`src/rtl/core/projection_run_segmenter_core_assert.svh`:
```
// ----------------------------------------------------------------------------
// Projection run segmenter assertion macros
// Shared concurrent assertion forms used by the segmenter core.
// ----------------------------------------------------------------------------
`ifndef PROJECTION_RUN_SEGMENTER_CORE_ASSERT_SVH
`define PROJECTION_RUN_SEGMENTER_CORE_ASSERT_SVH

// The consequent must hold in the same cycle as the antecedent.
`define PRS_ASSERT_SAME(label, clk, rst, ante, cons, msg) \
   label: assert property (@(posedge clk) disable iff (rst) (ante) |-> (cons)) \
      else $error(msg);

// The consequent must hold in the cycle after the antecedent.
`define PRS_ASSERT_NEXT(label, clk, rst, ante, cons, msg) \
   label: assert property (@(posedge clk) disable iff (rst) (ante) |=> (cons)) \
      else $error(msg);

`endif

```
`src/rtl/core/prs_pkg.sv`:
```
// ----------------------------------------------------------------------------
// Projection run segmenter package
// Result types, register indexes and fixed constants shared by the core.
// ----------------------------------------------------------------------------
package prs_pkg;

   localparam int SEG_START_W  = 12;
   localparam int SEG_LENGTH_W = 13;
   localparam int INK_SUM_W    = 24;
   localparam int MIN_GAP_W    = 13;
   localparam int CSR_INDEX_W  = 8;
   localparam int CSR_DATA_W   = 24;
   localparam int RSP_DATA_W   = 32;

   localparam logic [INK_SUM_W-1:0] INK_THRESHOLD_RESET = 24'd3690;
   localparam logic [MIN_GAP_W-1:0] MIN_GAP_RESET       = 13'd10;

   // Output queue geometry.
   localparam int QUEUE_DEPTH   = 4;
   localparam int QUEUE_PTR_W   = $clog2(QUEUE_DEPTH);
   localparam int QUEUE_LEVEL_W = $clog2(QUEUE_DEPTH + 1);

   typedef enum logic [CSR_INDEX_W-1:0] {
      CSR_INK_THRESHOLD = 8'd0,
      CSR_MIN_GAP       = 8'd1
   } csr_index_type;

   typedef logic [SEG_START_W-1:0]  seg_start_type;
   typedef logic [SEG_LENGTH_W-1:0] seg_length_type;

   typedef struct packed {
      seg_start_type  seg_start;
      seg_length_type seg_length;
      logic           seg_valid;
      logic           last_result;
   } result_type;

   // Up to two results produced by one column.
   typedef struct packed {
      logic [1:0] count;
      result_type first;
      result_type second;
   } emit_type;

endpackage

```
`src/rtl/core/prs_tracker.sv`:
```
// ----------------------------------------------------------------------------
// Projection run segmenter tracker
// Run and pending-segment state, updated once per accepted column.
// ----------------------------------------------------------------------------
module prs_tracker #(
   parameter int MAX_COLUMNS = 4096
) (
   input  logic                                clock,
   input  logic                                reset,
   input  logic                                item_valid,
   input  logic [prs_pkg::INK_SUM_W-1:0]       column_ink_sum,
   input  logic                                final_column,
   input  logic [prs_pkg::INK_SUM_W-1:0]       ink_threshold,
   input  logic [prs_pkg::MIN_GAP_W-1:0]       min_gap,
   output prs_pkg::emit_type                   emit
);

   localparam int IDX_W = $clog2(MAX_COLUMNS);
   localparam int LEN_W = $clog2(MAX_COLUMNS + 1);
   localparam int END_W = LEN_W + 1;
   localparam int CMP_W = ((END_W > prs_pkg::MIN_GAP_W) ? END_W : prs_pkg::MIN_GAP_W) + 1;

   logic [IDX_W-1:0] column_index_ff, column_index_in;
   logic             in_run_ff, in_run_in;
   logic [IDX_W-1:0] run_start_ff, run_start_in;
   logic [LEN_W-1:0] run_length_ff, run_length_in;
   logic             pending_valid_ff, pending_valid_in;
   logic [IDX_W-1:0] pending_start_ff, pending_start_in;
   logic [LEN_W-1:0] pending_length_ff, pending_length_in;

   always_comb begin
      logic                  ink;
      logic                  do_close;
      logic                  merge;
      logic [END_W-1:0]      pend_end;
      logic [END_W-1:0]      run_end;
      logic [END_W-1:0]      span_end;
      logic [END_W-1:0]      merged_len;
      logic [1:0]            n;
      prs_pkg::result_type   res;

      ink = column_ink_sum > ink_threshold;
      in_run_in         = in_run_ff;
      run_start_in      = run_start_ff;
      run_length_in     = run_length_ff;
      pending_valid_in  = pending_valid_ff;
      pending_start_in  = pending_start_ff;
      pending_length_in = pending_length_ff;
      emit = '0;
      res  = '0;
      n = 2'd0;

      if (ink) begin
         if (!in_run_ff) begin
            in_run_in     = 1'b1;
            run_start_in  = column_index_ff;
            run_length_in = LEN_W'(1);
         end else if (run_length_ff < LEN_W'(MAX_COLUMNS)) begin
            run_length_in = run_length_ff + LEN_W'(1);
         end
      end

      // At most one run closes per column: either ink stops, or the image ends inside a run.
      do_close = (!ink && in_run_ff) || (final_column && ink);

      pend_end = END_W'(pending_start_ff) + END_W'(pending_length_ff);
      run_end  = END_W'(run_start_in) + END_W'(run_length_in);
      // A gap below min_gap merges; an overlapping run counts as a negative gap.
      merge = pending_valid_ff &&
              ((CMP_W'(pend_end) + CMP_W'(min_gap)) > CMP_W'(run_start_in));
      span_end   = (run_end > pend_end) ? run_end : pend_end;
      merged_len = span_end - END_W'(pending_start_ff);
      if (merged_len > END_W'(MAX_COLUMNS)) begin
         merged_len = END_W'(MAX_COLUMNS);
      end

      if (do_close) begin
         in_run_in = 1'b0;
         if (merge) begin
            pending_length_in = LEN_W'(merged_len);
         end else begin
            if (pending_valid_ff) begin
               emit.first.seg_start   = prs_pkg::seg_start_type'(pending_start_ff);
               emit.first.seg_length  = prs_pkg::seg_length_type'(pending_length_ff);
               emit.first.seg_valid   = 1'b1;
               emit.first.last_result = 1'b0;
               n = 2'd1;
            end
            pending_valid_in  = 1'b1;
            pending_start_in  = run_start_in;
            pending_length_in = run_length_in;
         end
      end

      column_index_in = column_index_ff;
      if (final_column) begin
         res.seg_start   = pending_valid_in ?
                           prs_pkg::seg_start_type'(pending_start_in) : '0;
         res.seg_length  = pending_valid_in ?
                           prs_pkg::seg_length_type'(pending_length_in) : '0;
         res.seg_valid   = pending_valid_in;
         res.last_result = 1'b1;
         if (n == 2'd0) begin
            emit.first = res;
         end else begin
            emit.second = res;
         end
         n = n + 2'd1;
         column_index_in   = '0;
         in_run_in         = 1'b0;
         run_start_in      = '0;
         run_length_in     = '0;
         pending_valid_in  = 1'b0;
         pending_start_in  = '0;
         pending_length_in = '0;
      end else if (column_index_ff != IDX_W'(MAX_COLUMNS - 1)) begin
         column_index_in = column_index_ff + IDX_W'(1);
      end

      emit.count = item_valid ? n : 2'd0;
   end

   always_ff @(posedge clock) begin
      if (reset) begin
         column_index_ff   <= '0;
         in_run_ff         <= 1'b0;
         run_start_ff      <= '0;
         run_length_ff     <= '0;
         pending_valid_ff  <= 1'b0;
         pending_start_ff  <= '0;
         pending_length_ff <= '0;
      end else if (item_valid) begin
         column_index_ff   <= column_index_in;
         in_run_ff         <= in_run_in;
         run_start_ff      <= run_start_in;
         run_length_ff     <= run_length_in;
         pending_valid_ff  <= pending_valid_in;
         pending_start_ff  <= pending_start_in;
         pending_length_ff <= pending_length_in;
      end
   end

endmodule

```
`src/rtl/core/prs_queue.sv`:
```
// ----------------------------------------------------------------------------
// Projection run segmenter result queue
// Small register queue taking up to two results per cycle, one out per cycle when popped.
// ----------------------------------------------------------------------------
module prs_queue (
   input  logic                                 clock,
   input  logic                                 reset,
   input  prs_pkg::emit_type                    emit,
   input  logic                                 pop,
   output prs_pkg::result_type                  head,
   output logic                                 not_empty,
   output logic [prs_pkg::QUEUE_LEVEL_W-1:0]    level
);

   prs_pkg::result_type                 entry_ff [prs_pkg::QUEUE_DEPTH];
   logic [prs_pkg::QUEUE_PTR_W-1:0]     wr_ptr_ff, wr_ptr_in;
   logic [prs_pkg::QUEUE_PTR_W-1:0]     rd_ptr_ff, rd_ptr_in;
   logic [prs_pkg::QUEUE_LEVEL_W-1:0]   level_ff, level_in;
   logic                                do_pop;

   assign not_empty = (level_ff != '0);
   assign head      = entry_ff[rd_ptr_ff];
   assign level     = level_ff;
   assign do_pop    = pop && not_empty;

   always_comb begin
      wr_ptr_in = wr_ptr_ff + prs_pkg::QUEUE_PTR_W'(emit.count);
      rd_ptr_in = rd_ptr_ff + prs_pkg::QUEUE_PTR_W'(do_pop);
      level_in  = level_ff + prs_pkg::QUEUE_LEVEL_W'(emit.count)
                  - prs_pkg::QUEUE_LEVEL_W'(do_pop);
   end

   always_ff @(posedge clock) begin
      if (reset) begin
         wr_ptr_ff <= '0;
         rd_ptr_ff <= '0;
         level_ff  <= '0;
      end else begin
         wr_ptr_ff <= wr_ptr_in;
         rd_ptr_ff <= rd_ptr_in;
         level_ff  <= level_in;
      end
   end

   always_ff @(posedge clock) begin
      if (emit.count != 2'd0) begin
         entry_ff[wr_ptr_ff] <= emit.first;
      end
      if (emit.count == 2'd2) begin
         entry_ff[wr_ptr_ff + prs_pkg::QUEUE_PTR_W'(1)] <= emit.second;
      end
   end

endmodule

```
`src/rtl/core/projection_run_segmenter_core.sv`:
```
// ----------------------------------------------------------------------------
// Projection run segmenter core
// Finds ink runs in a column profile, merges close runs and emits segments.
// ----------------------------------------------------------------------------
// Usage: one column ink sum enters per req_ transfer, in column order, with
// req_tlast marking the final column of an image. A column is ink when its
// sum is above ink_threshold; runs closer than min_gap are merged into one
// segment. Each segment leaves as one rsp_ transfer (start and length in
// rsp_tdata, rsp_tuser set for a real segment). The final column always
// yields a transfer with rsp_tlast set, which carries the last segment or,
// when the image had no ink, rsp_tuser clear and zero data.
// Results of a column enter the registered result queue with its transfer.
// Throughput: one column per cycle while req_tready is high; only the final
// column can make two results, so the four-entry result queue is what limits
// the rate, and req_tready drops only when fewer than two queue entries are free.
// Reset: the registers return to ink_threshold 3690 and min_gap 10, the
// image state clears and the queue empties. A stalled receiver fills the
// queue, after which req_tready is held low; no result is lost or dropped.
// Configuration (csr_) is always ready and is to be written only while idle.
// ----------------------------------------------------------------------------
`include "projection_run_segmenter_core_assert.svh"

module projection_run_segmenter_core #(
   parameter int MAX_COLUMNS = 4096
) (
   input  logic                                  clock,
   input  logic                                  reset,
   // Column input channel.
   input  logic                                  req_tvalid,
   output logic                                  req_tready,
   input  logic [prs_pkg::INK_SUM_W-1:0]         req_tdata,   // [23:0] column_ink_sum
   input  logic                                  req_tlast,   // final_column
   // Segment result channel.
   output logic                                  rsp_tvalid,
   input  logic                                  rsp_tready,
   output logic [prs_pkg::RSP_DATA_W-1:0]        rsp_tdata,   // [11:0] seg_start,
                                                              // [24:12] seg_length,
                                                              // [31:25] zero
   output logic                                  rsp_tuser,   // seg_valid
   output logic                                  rsp_tlast,   // last_result
   // Configuration write channel.
   input  logic                                  csr_valid,
   output logic                                  csr_ready,
   input  logic [prs_pkg::CSR_INDEX_W-1:0]       csr_index,
   input  logic [prs_pkg::CSR_DATA_W-1:0]        csr_wdata
);

   logic [prs_pkg::INK_SUM_W-1:0]     ink_threshold_ff;
   logic [prs_pkg::MIN_GAP_W-1:0]     min_gap_ff;
   logic                              req_xfer;
   logic                              rsp_xfer;
   prs_pkg::emit_type                 emit;
   prs_pkg::result_type               head;
   logic                              queue_not_empty;
   logic [prs_pkg::QUEUE_LEVEL_W-1:0] queue_level;

   // Configuration registers; indexes beyond the list are accepted and ignored.
   assign csr_ready = 1'b1;

   always_ff @(posedge clock) begin
      if (reset) begin
         ink_threshold_ff <= prs_pkg::INK_THRESHOLD_RESET;
         min_gap_ff       <= prs_pkg::MIN_GAP_RESET;
      end else if (csr_valid && csr_ready) begin
         unique case (csr_index)
            prs_pkg::CSR_INK_THRESHOLD: ink_threshold_ff <= csr_wdata;
            prs_pkg::CSR_MIN_GAP:       min_gap_ff <= csr_wdata[prs_pkg::MIN_GAP_W-1:0];
            default: ;
         endcase
      end
   end

   // A column is taken only when the queue can hold both results it may make.
   assign req_tready = (queue_level <= prs_pkg::QUEUE_LEVEL_W'(prs_pkg::QUEUE_DEPTH - 2));
   assign req_xfer   = req_tvalid && req_tready;
   assign rsp_xfer   = rsp_tvalid && rsp_tready;

   prs_tracker #(
      .MAX_COLUMNS (MAX_COLUMNS)
   ) u_tracker (
      .clock          (clock),
      .reset          (reset),
      .item_valid     (req_xfer),
      .column_ink_sum (req_tdata),
      .final_column   (req_tlast),
      .ink_threshold  (ink_threshold_ff),
      .min_gap        (min_gap_ff),
      .emit           (emit)
   );

   prs_queue u_queue (
      .clock     (clock),
      .reset     (reset),
      .emit      (emit),
      .pop       (rsp_xfer),
      .head      (head),
      .not_empty (queue_not_empty),
      .level     (queue_level)
   );

   assign rsp_tvalid = queue_not_empty;
   assign rsp_tdata  = prs_pkg::RSP_DATA_W'({head.seg_length, head.seg_start});
   assign rsp_tuser  = head.seg_valid;
   assign rsp_tlast  = head.last_result;

   // The queue never holds more entries than it has.
   `PRS_ASSERT_SAME(a_queue_bound, clock, reset, 1'b1,
      queue_level <= prs_pkg::QUEUE_LEVEL_W'(prs_pkg::QUEUE_DEPTH),
      "result queue overflow")

   // Only the final column may produce two results.
   `PRS_ASSERT_SAME(a_two_only_on_final, clock, reset, req_xfer && !req_tlast,
      emit.count != 2'd2, "two results from a non-final column")

   // A final column always leaves a result waiting on the next cycle.
   `PRS_ASSERT_NEXT(a_final_has_result, clock, reset, req_xfer && req_tlast,
      rsp_tvalid, "final column produced no result")

   // A result without a segment carries zero start and length and closes the image.
   `PRS_ASSERT_SAME(a_empty_result_form, clock, reset, rsp_tvalid && !rsp_tuser,
      (rsp_tdata == '0) && rsp_tlast, "malformed empty result")

endmodule

```
`config.mk`:
```
export PLATFORM = sky130hd
export DESIGN_NAME = projection_run_segmenter_core
export DESIGN_NICKNAME = d
export VERILOG_FILES = /design/src/rtl/core/prs_pkg.sv /design/src/rtl/core/prs_tracker.sv /design/src/rtl/core/prs_queue.sv /design/src/rtl/core/projection_run_segmenter_core.sv
export VERILOG_INCLUDE_DIRS = /design/src /design/src/rtl/core
export SDC_FILE = /design/constraint.sdc
export NUM_CORES = 1
export LEC_CHECK = 0
export BUFFER_PORTS_ARGS = -buffer_cell sky130_fd_sc_hd__clkbuf_2
export CORE_ASPECT_RATIO = 1.4
export CORE_MARGIN = 2
export CORE_UTILIZATION = 55
export DETAILED_ROUTE_END_ITERATION = 8
export PLACE_DENSITY = 0.8
export REMOVE_ABC_BUFFERS = 1
export SLEW_MARGIN = 0
export SYNTH_ARGS = -nofsm -noshare
export SYNTH_HDL_FRONTEND = slang
export SYNTH_SLANG_ARGS = --single-unit
```
`constraint.sdc`:
```
create_clock -name clock -period 11.3 [get_ports clock]
set_input_delay 2.26 -clock clock [delete_from_list [all_inputs] [get_ports clock]]
set_output_delay 2.26 -clock clock [all_outputs]
set_load 0.005 [all_outputs]
```
==> results of run 1 <==
-- synthesized netlist by cell type, drive strengths merged (11+ instances only) --
master,number
mux4,27
a22oi,106
ha,108
clkbuf,63
o21a,16
a221o,40
nor3,24
xor2,18
o22ai,49
nor2b,25
nand2,108
nand2b,11
dfxtp,108
o21ai,44
inv,87
nand4,22
buf,24
nor2,199
mux2i,15
and3,13
a21o,27
and2,14
edfxtp,108
xnor2,45
mux2,24
nand3,19
o221ai,11
a21oi,97
-- critical path, delay by kind of cell --
family	cells	cell delay [ns]
simple gates	16	4.21
xor+xnor	2	0.32
compound gates	14	2.65
buf+inv	2	0.27
fa+ha+maj	5	1.53
-- layout make-up --
cell class,count,area (µm²)
fill,2148,9654
multi-input combinational,1193,8696
sequential,216,5406
timing repair buffer,158,964.7
clock buffer,27,590.6
tap,324,405.4
inverter,87,326.6
clock inverter,13,143.9
-- state kept, by name, summed over array words and instances (netlist names) --
signal	cells
u_tracker.run_length_ff	13
u_queue.rd_ptr_ff	2
u_queue.wr_ptr_ff	2
u_tracker.in_run_ff	1
u_tracker.pending_valid_ff	1
u_tracker.pending_start_ff	12
u_tracker.run_start_ff	12
u_queue.level	3
ink_threshold_ff	24
u_queue.entry_ff	108
min_gap_ff	13
u_tracker.pending_length_ff	13
u_tracker.column_index_ff	12
-- power groups by stage --
stage                     registers [W]  clock network (W)  logic (W)
after floorplan                0.000908                  0   0.000595
after global placement         0.000917                  0   0.000962
after detailed placement       0.000919                  0   0.000977
after CTS                      0.000902           0.000762   0.000984
after global routing           0.000908           0.000790    0.00108
final                          0.000902           0.000756    0.00101
-- metrics by stage --
| stage | util | instances | setup WS (ns) | area, µm² |
|---|---|---|---|---|
| 2_1_floorplan | - | 1496 | -1.010 | 14320 |
| 3_3_place_gp | 0.6005 | 1977 | 0.09432 | 15730 |
| 3_5_place_dp | 0.6005 | 1977 | -0.1363 | 15730 |
| 4_1_cts | 0.6285 | 2017 | 0.3261 | 16460 |
| 5_1_grt | 0.6313 | 2018 | -0.07372 | 16530 |
| 6_report | 0.6313 | 2018 | 0.3888 | 16530 |
-- repair_timing --
| action | in CTS | in global routing |
|---|---|---|
| setup buffers | 0 | 1 |
| resized for setup | 0 | 13 |
| endpoints found under the setup margin | 0 | 56 |
| hold buffers | 0 | 0 |
-- worst max-delay path by stage --
stage                  startpoint                      to  slack, ns
finish              req_tdata[19]  u_queue.entry_ff[0][7]       0.39
global route        req_tdata[19]  u_queue.entry_ff[0][7]      -0.07
CTS                 req_tdata[19]  u_queue.entry_ff[0][7]       0.33
detailed placement  req_tdata[19]  u_queue.entry_ff[0][7]      -0.14
global placement    req_tdata[11]  u_queue.entry_ff[1][7]       0.09
floorplan           req_tdata[22]  u_queue.entry_ff[0][7]      -1.01
-- placed cells by master (no fill, tap or decap), types with 24 or more instances in the layout --
master,netlist,routed
nor2_1,199,193
nand2_1,108,108
ha_1,108,108
edfxtp_1,108,108
dfxtp_1,108,107
a22oi_1,106,106
a21oi_1,96,94
clkbuf_2,0,89
inv_1,87,87
buf_4,10,67
o22ai_1,49,49
xnor2_1,45,44
o21ai_0,41,41
a221o_1,40,40
a21o_1,27,27
mux4_2,27,27
mux2_2,24,24
-- logic make-up after synthesis --
logic type	share of synthesized area
multiplexers	0.07039
other	0.0005121
adder cells (fa/ha/maj)	0.1017
buffers and inverters	0.04761
AND/OR/NAND/NOR	0.1531
AO/OA/AOI/OAI	0.2205
XOR/XNOR	0.03763
flip-flops	0.3686
-- metal layers --
| layer | share of wire | vias up | GRT usage | wire length, µm |
|---|---|---|---|---|
| met1 | 0.37 | 6257 | 0.3675 | 16030 |
| met2 | 0.48 | 766 | 0.5242 | 20870 |
| li1 | - | 6116 | - | - |
| met3 | 0.082 | 211 | 0.03733 | 3596 |
| met5 | 0 | - | 0 | 0 |
| met4 | 0.072 | 0 | 0.1993 | 3153 |
==> impl_metrics.json, run 1 <==
{
  "arrival_ns": 11.25,
  "fin_crit_sh": 0.9656,
  "ys_warn_count": 0,
  "power_switching_w": 0.0009306,
  "finClkSkew_ns": 0.01635,
  "finish.net_count": 1853,
  "p_seq_frac": 0.337,
  "post-route-min-period_ns": 10.91,
  "remaining_drc_errors": 0,
  "hold_slack_ns": 0.4559,
  "clock_sinks": 216,
  "dr.pass1.iters": 6,
  "power_density_mw_per_mm2": 161.6,
  "synth_top_area_share": 0.2212,
  "reg2reg_to": "u_queue.entry_ff[0][7]",
  "io_buffers": 90,
  "place_congestion": 1.034,
  "cts_tree": "built",
  "status": "complete, no violations",
  "synth_top_area_cell": "edfxtp_1",
  "r2r_cells": 39,
  "start_util": 0.5600,
  "antenna_cells": 0,
  "area_growth_pct": 12.75,
  "irDropWorstVdd_v": 0.0001279,
  "fp-row-count": 70,
  "cpPeakStageDelay_ns": 0.70,
  "maxSlewViolCount": 0,
  "synth_cells": 1577,
  "io-pin-count": 99,
  "path_common_cell": "ha_1",
  "ys_ff_latch": 216,
  "clk_pin_slew_ns": 0.06,
  "dp_hpwl_mm": 31.68,
  "cp-end-kind": "flop",
  "antenna_found_initial": 0,
  "cts_max_level": 1,
  "cts-buffers-inserted": 22,
  "clock-root-buffer": "clkbuf_16",
  "max_slew_margin": 0.2990,
  "hold_violations": 0,
  "max_freq_mhz": 91.65,
  "grt_start_max_net_pins": 67,
  "drtIter0Drc": 1588,
  "grt_pass1_wl_mm": 67.81,
  "via_per_inst": 6.615,
  "finalSetupViolCount": 0,
  "routed_wl_mm": 43.65,
  "grt_usage": 0.3084,
  "netlist_area_mm2": 0.01466,
  "worstSetupPathType": "input pin to flop",
  "num_vias": 13350,
  "p_int_w": 0.001742,
  "insertion_delay_ns": 0.52,
  "clock_path_buffers": 3,
  "slowest_stage": "or4b_2",
  "clkPwrFrac": 0.283,
  "dieArea_mm2": 0.02800,
  "coreArea_mm2": 0.02619,
  "cp-start-kind": "input pin",
  "ys_seq_area_frac": 0.3686,
  "synthTopCellsByArea": "edfxtp_1 22%, dfxtp_1 15%, ha_1 9.2%, a22oi_1 5.4%, nor2_1 5.1%",
  "cp_max_fo": 15,
  "dieWidth_um": 142,
  "totalPowerFinal_w": 0.002672,
  "ys.flop_type": "edfxtp_1",
  "dieHeight_um": 197.2,
  "maxCapViolations": 0,
  "grt.overflow.total": 0,
  "p_sw_frac": 0.3482,
  "worstMarginPinSlew_ns": 1.051,
  "synth_edf_count": 108,
  "combPwrFrac": 0.380,
  "ys_types": 75,
  "hold_start": "ink_threshold_ff[20]",
  "grt_pass1_vias": 12900,
  "ant_nets": 0,
  "holdPathEnd": "ink_threshold_ff[20]",
  "synthArstFlopShare": 0,
  "hp-class": "flop to flop",
  "r2r-start": "ink_threshold_ff[19]",
  "p_leak_nw": 6.396,
  "required_ns": 11.64,
  "tns_ns": 0,
  "syn_area_per_cell_um2": 9.299,
  "wl_per_cell_um": 21.63,
  "r2r_slack_ns": 1.84,
  "drive_above_1_share": 0.1653,
  "whs_path_depth": 2
}
No activity file was read; power rests on OpenSTA's default activity.
==> inputs of run 2 (changes only) <==
--- a/config.mk
+++ b/config.mk
@@ -11,7 +11,8 @@
 export CORE_MARGIN = 2
 export CORE_UTILIZATION = 55
 export DETAILED_ROUTE_END_ITERATION = 8
-export PLACE_DENSITY = 0.8
+export GPL_TIMING_DRIVEN = 0
+export PLACE_DENSITY = 0.88
 export REMOVE_ABC_BUFFERS = 1
 export SLEW_MARGIN = 0
 export SYNTH_ARGS = -nofsm -noshare
==> impl_metrics.json, run 2 (synthesis gave the netlist of run 1 again) <==
{
  "status": "complete, no violations",
  "slowest_stage": "nor2_1",
  "wl_met2_mm": 20.54,
  "top_layer": "met4",
  "hold_slack_ns": 0.4580,
  "cp_max_fo": 58,
  "stdcell_count": 1975,
  "maxCapViolations": 0,
  "p_leak_nw": 6.281,
  "grt_pass1_wl_mm": 66.33,
  "finClkSkew_ns": 0.01638,
  "grt.overflow.total": 0,
  "final_common_cell": "nor2_1",
  "coreArea_mm2": 0.02619,
  "drive_above_1_share": 0.1647,
  "via_per_inst": 6.682,
  "remaining_drc_errors": 0,
  "cp-start-kind": "input pin",
  "io_buffers": 90,
  "top_register": "u_queue.entry_ff",
  "multi_input_area_mm2": 0.008906,
  "dieHeight_um": 197.2,
  "max_slew_margin": 0.1269,
  "cpPeakStageDelay_ns": 1.13,
  "dr.pass1.iters": 6,
  "irDropWorstVdd_v": 0.0001232,
  "antenna_found_initial": 0,
  "hp-class": "flop to flop",
  "area_growth_pct": 12.86,
  "tns_ns": 0,
  "dpl_cell_area_mm2": 0.01537,
  "antenna_cells": 0,
  "cts_tree": "built",
  "cts_max_level": 1,
  "clk_pin_slew_ns": 0.07,
  "num_vias": 13200,
  "start_util": 0.5600,
  "cp-end-kind": "flop",
  "dp_hpwl_mm": 30.84,
  "dieWidth_um": 142,
  "required_ns": 11.69,
  "place_inst": 1916,
  "io-pin-count": 99,
  "fin_area_mm2": 0.01655,
  "clock_path_buffers": 3,
  "largest_reg_flops": 108,
  "hold_violations": 0,
  "r2r_cells": 32,
  "grt_start_max_net_pins": 75,
  "finish.net_count": 1810,
  "drtIter0Drc": 1559,
  "routed_wl_mm": 42.56,
  "max_freq_mhz": 89.85,
  "dr_wl_met3_mm": 3.456,
  "fin_crit_sh": 0.9850,
  "maxSlewViolCount": 0,
  "arrival_ns": 11.52,
  "wl_per_cell_um": 21.55,
  "worstMarginPinSlew_ns": 1.305,
  "wl_met1_mm": 15.77,
  "post-route-min-period_ns": 11.13,
  "clock-root-buffer": "clkbuf_16",
  "layout_common_cells": "187 x nor2_1, 108 x edfxtp_1, 107 x ha_1",
  "ant_nets": 0,
  "regArea_mm2": 0.005408,
  "finalSetupViolCount": 0,
  "grt_pass1_vias": 12770,
  "reg_top3": "u_queue.entry_ff (108), ink_threshold_ff (24)",
  "cts-buffers-inserted": 22,
  "insertion_delay_ns": 0.53,
  "grt_usage": 0.2987,
  "place_congestion": 1.044,
  "dieArea_mm2": 0.02800,
  "totalPowerFinal_w": 0.002668,
  "power_density_mw_per_mm2": 161.2,
  "clock_sinks": 216,
  "fp-row-count": 70,
  "worstSetupPathType": "input pin to flop",
  "n_fill_cell": 2014,
  "whs_path_depth": 2
}
## run 2: worst paths after layout
path	startpoint	endpoint	slack (ns)
hold / removal	ink_threshold_ff[19]	ink_threshold_ff[19]	0.46
setup / recovery	req_tdata[11]	u_queue.entry_ff[1][4]	0.17
hold reg to reg	ink_threshold_ff[19]	ink_threshold_ff[19]	0.46
setup reg to reg	u_tracker.pending_start_ff[1]	u_queue.entry_ff[1][4]	1.13
## run 2: timing repair
action / 4_1_cts / 5_1_grt
pin swaps: 4 / 13
setup endpoints to repair: 65 / 60
cloned: 1 / 0
gates resized for setup: 19 / 32
hold buffers: 0 / 0
buffers inserted: 7 / 11
## run 2: worst max-delay path: cells and delay by family
kind,cells,cell delay (ns)
AO/OA/AOI/OAI,4,1.44
adder cells (fa/ha/maj),3,0.83
multiplexers,1,0.40
AND/OR/NAND/NOR,14,5.25
buffers and inverters,7,1.31
## run 2: power breakdown
part / internal, W / switching [W]
registers: 0.000855 / 0.0000336
logic: 0.000410 / 0.000600
clock network: 0.000435 / 0.000334
## run 2: area by class of cell
class,count,area share
clock buffer,22,0.03327
timing repair buffer,114,0.04491
sequential,216,0.3268
multi-input combinational,1194,0.5381
tap,324,0.02450
inverter,87,0.01973
clock inverter,18,0.01270
## run 2: metrics by stage
stage          utilization  setup slack [ns]
2_1_floorplan            -            -1.010
3_3_place_gp        0.5793            -2.802
3_5_place_dp        0.5870            -2.306
4_1_cts             0.6220         0.0005267
5_1_grt             0.6320          -0.07949
6_report            0.6320            0.1701
## run 2: metal layers
metal,vias up,track usage
met1,6221,0.3477
met2,774,0.5162
met3,174,0.04436
met4,0,0.1822
li1,6027,-
met5,-,0
==> inputs of run 3 (changes only) <==
--- a/config.mk
+++ b/config.mk
@@ -12,7 +12,7 @@
 export CORE_UTILIZATION = 55
 export DETAILED_ROUTE_END_ITERATION = 8
 export GPL_TIMING_DRIVEN = 0
-export PLACE_DENSITY = 0.88
+export PLACE_DENSITY = 0.86
 export REMOVE_ABC_BUFFERS = 1
 export SLEW_MARGIN = 0
 export SYNTH_ARGS = -nofsm -noshare
==> constraint.sdc (replaced) <==
create_clock -name clock -period 14.1 [get_ports clock]
set_input_delay 2.82 -clock clock [delete_from_list [all_inputs] [get_ports clock]]
set_output_delay 2.82 -clock clock [all_outputs]
set_load 0.005 [all_outputs]
==> impl_metrics.json, run 3 (synthesis gave the netlist of run 1 again) <==
{
  "max_freq_mhz": 75.57,
  "maxSlewViolCount": 0,
  "clk_pin_slew_ns": 0.06,
  "ant_nets": 0,
  "fin_crit_sh": 0.9385,
  "maxCapViolations": 0,
  "cp-start-kind": "input pin",
  "dieArea_mm2": 0.02800,
  "dpl_cell_area_mm2": 0.01536,
  "grt_usage": 0.3022,
  "fp-row-count": 70,
  "grt.overflow.total": 0,
  "r2r_cells": 38,
  "wl_met2_mm": 20.61,
  "finClkSkew_ns": 0.01092,
  "drive_above_1_share": 0.1353,
  "routed_wl_mm": 42.48,
  "status": "complete, no violations",
  "coreArea_mm2": 0.02619,
  "worstSetupPathType": "input pin to flop",
  "io-pin-count": 99,
  "clock-root-buffer": "clkbuf_16",
  "cts_tree": "built",
  "fin_ws_ns": 0.8667,
  "dr.pass1.iters": 7,
  "largest_reg_flops": 108,
  "antenna_cells": 0,
  "wl_per_cell_um": 21.69,
  "area_growth_pct": 10.44,
  "cts-buffers-inserted": 23,
  "top_register": "u_queue.entry_ff",
  "cpPeakStageDelay_ns": 0.73,
  "insertion_delay_ns": 0.52,
  "grt_start_max_net_pins": 72,
  "max_slew_margin": 0.05537,
  "hp-class": "flop to flop",
  "grt_pass1_wl_mm": 66.94,
  "dieWidth_um": 142,
  "start_util": 0.5600,
  "clock_path_buffers": 3,
  "rsz0062_at_grt": "false",
  "worstMarginPinSlew_ns": 1.412,
  "fin_area_mm2": 0.01619,
  "finish.net_count": 1792,
  "whs_path_depth": 2,
  "post-route-min-period_ns": 13.23,
  "drtIter0Drc": 1423,
  "irDropWorstVdd_v": 0.0001037,
  "hold_violations": 0,
  "cp-end-kind": "flop",
  "cts_max_level": 1,
  "wl_met1_mm": 15.31,
  "final_common_cell": "nor2_1",
  "r2r-start": "ink_threshold_ff[19]",
  "grt_pass1_vias": 12900,
  "p_leak_nw": 6.133,
  "post-place-ws_ns": -0.03274,
  "dp_hpwl_mm": 30.99,
  "place_congestion": 1.081,
  "hold_start": "ink_threshold_ff[16]",
  "dieHeight_um": 197.2,
  "clock_sinks": 216,
  "slowest_stage": "or4b_2",
  "arrival_ns": 13.55,
  "required_ns": 14.42,
  "remaining_drc_errors": 0,
  "post_cts.repair.setup_buffers": 0,
  "antenna_found_initial": 0,
  "io_buffers": 90,
  "reg_top3": "u_queue.entry_ff (108), ink_threshold_ff (24)",
  "dr_wl_met3_mm": 3.424,
  "layout_common_cells": "193 x nor2_1, 108 x ha_1, 108 x edfxtp_1",
  "cp_max_fo": 20,
  "power_density_mw_per_mm2": 129.6,
  "num_vias": 13100,
  "top_layer": "met4",
  "critPathLaunch": "req_tdata[19]",
  "via_per_inst": 6.689,
  "finalSetupViolCount": 0
}
-- run 3: changes by cell type in the layout (fill, tap and decap cells not counted), sizes merged --
cell      change
bufinv        +1
clkbuf        +6
clkinv        -1
a21oi         -1
clkinvlp      -2
inv           -2
buf          -18
-- run 3: final cells by class --
cell class,instances,area [µm²]
Inverter,87,326.6
Clock buffer,28,635.6
Timing Repair Buffer,96,570.5
Fill cell,2157,9993
Tap cell,324,405.4
Multi-Input combinational cell,1193,8661
Sequential cell,216,5408
Clock inverter,14,187.7
-- run 3: timing repair --
item                       4_1_cts  5_1_grt
hold buffers                     0        0
setup endpoints to repair        0        1
resized for setup                0        1
-- run 3: layer usage --
| layer | GRT usage | up-vias |
|---|---|---|
| met3 | 0.05067 | 201 |
| met1 | 0.3423 | 6165 |
| met4 | 0.1989 | 0 |
| met2 | 0.5217 | 745 |
| li1 | - | 5986 |
| met5 | 0 | - |
-- run 3: worst paths after layout --
check                                               end  slack (ns)
worst max register to register  u_queue.entry_ff[0][10]        2.89
worst max-delay path            u_queue.entry_ff[0][10]        0.87
worst min register to register     ink_threshold_ff[16]        0.45
worst min-delay path               ink_threshold_ff[16]        0.45
-- run 3: critical path, delay by kind of cell --
kind,cells,cell delay (ns)
xor gates and xnor gates,2,0.66
adders and majority gates,5,1.59
buffers and inverters,1,0.08
and+or+nand+nor,16,4.63
AOI/OAI and AO/OA,14,3.75
-- run 3: power breakdown --
group / switching (W) / internal, W
registers: 0.0000270 / 0.000686
clock network: 0.000255 / 0.000396
logic: 0.000450 / 0.000284
total: 0.000733 / 0.00137
-- run 3: through the flow --
stage	hold WS (ns)	cells	utilization	setup TNS (ns)	total power, W
2_1_floorplan	0.4303	1496	-	0	0.001204
3_3_place_gp	0.4435	1910	0.5793	-30.57	0.001406
3_5_place_dp	0.4485	1916	0.5865	-0.07226	0.001439
4_1_cts	0.4571	1958	0.6179	0	0.002086
5_1_grt	0.4818	1958	0.6184	0	0.002179
6_report	0.4531	1958	0.6184	0	0.002099
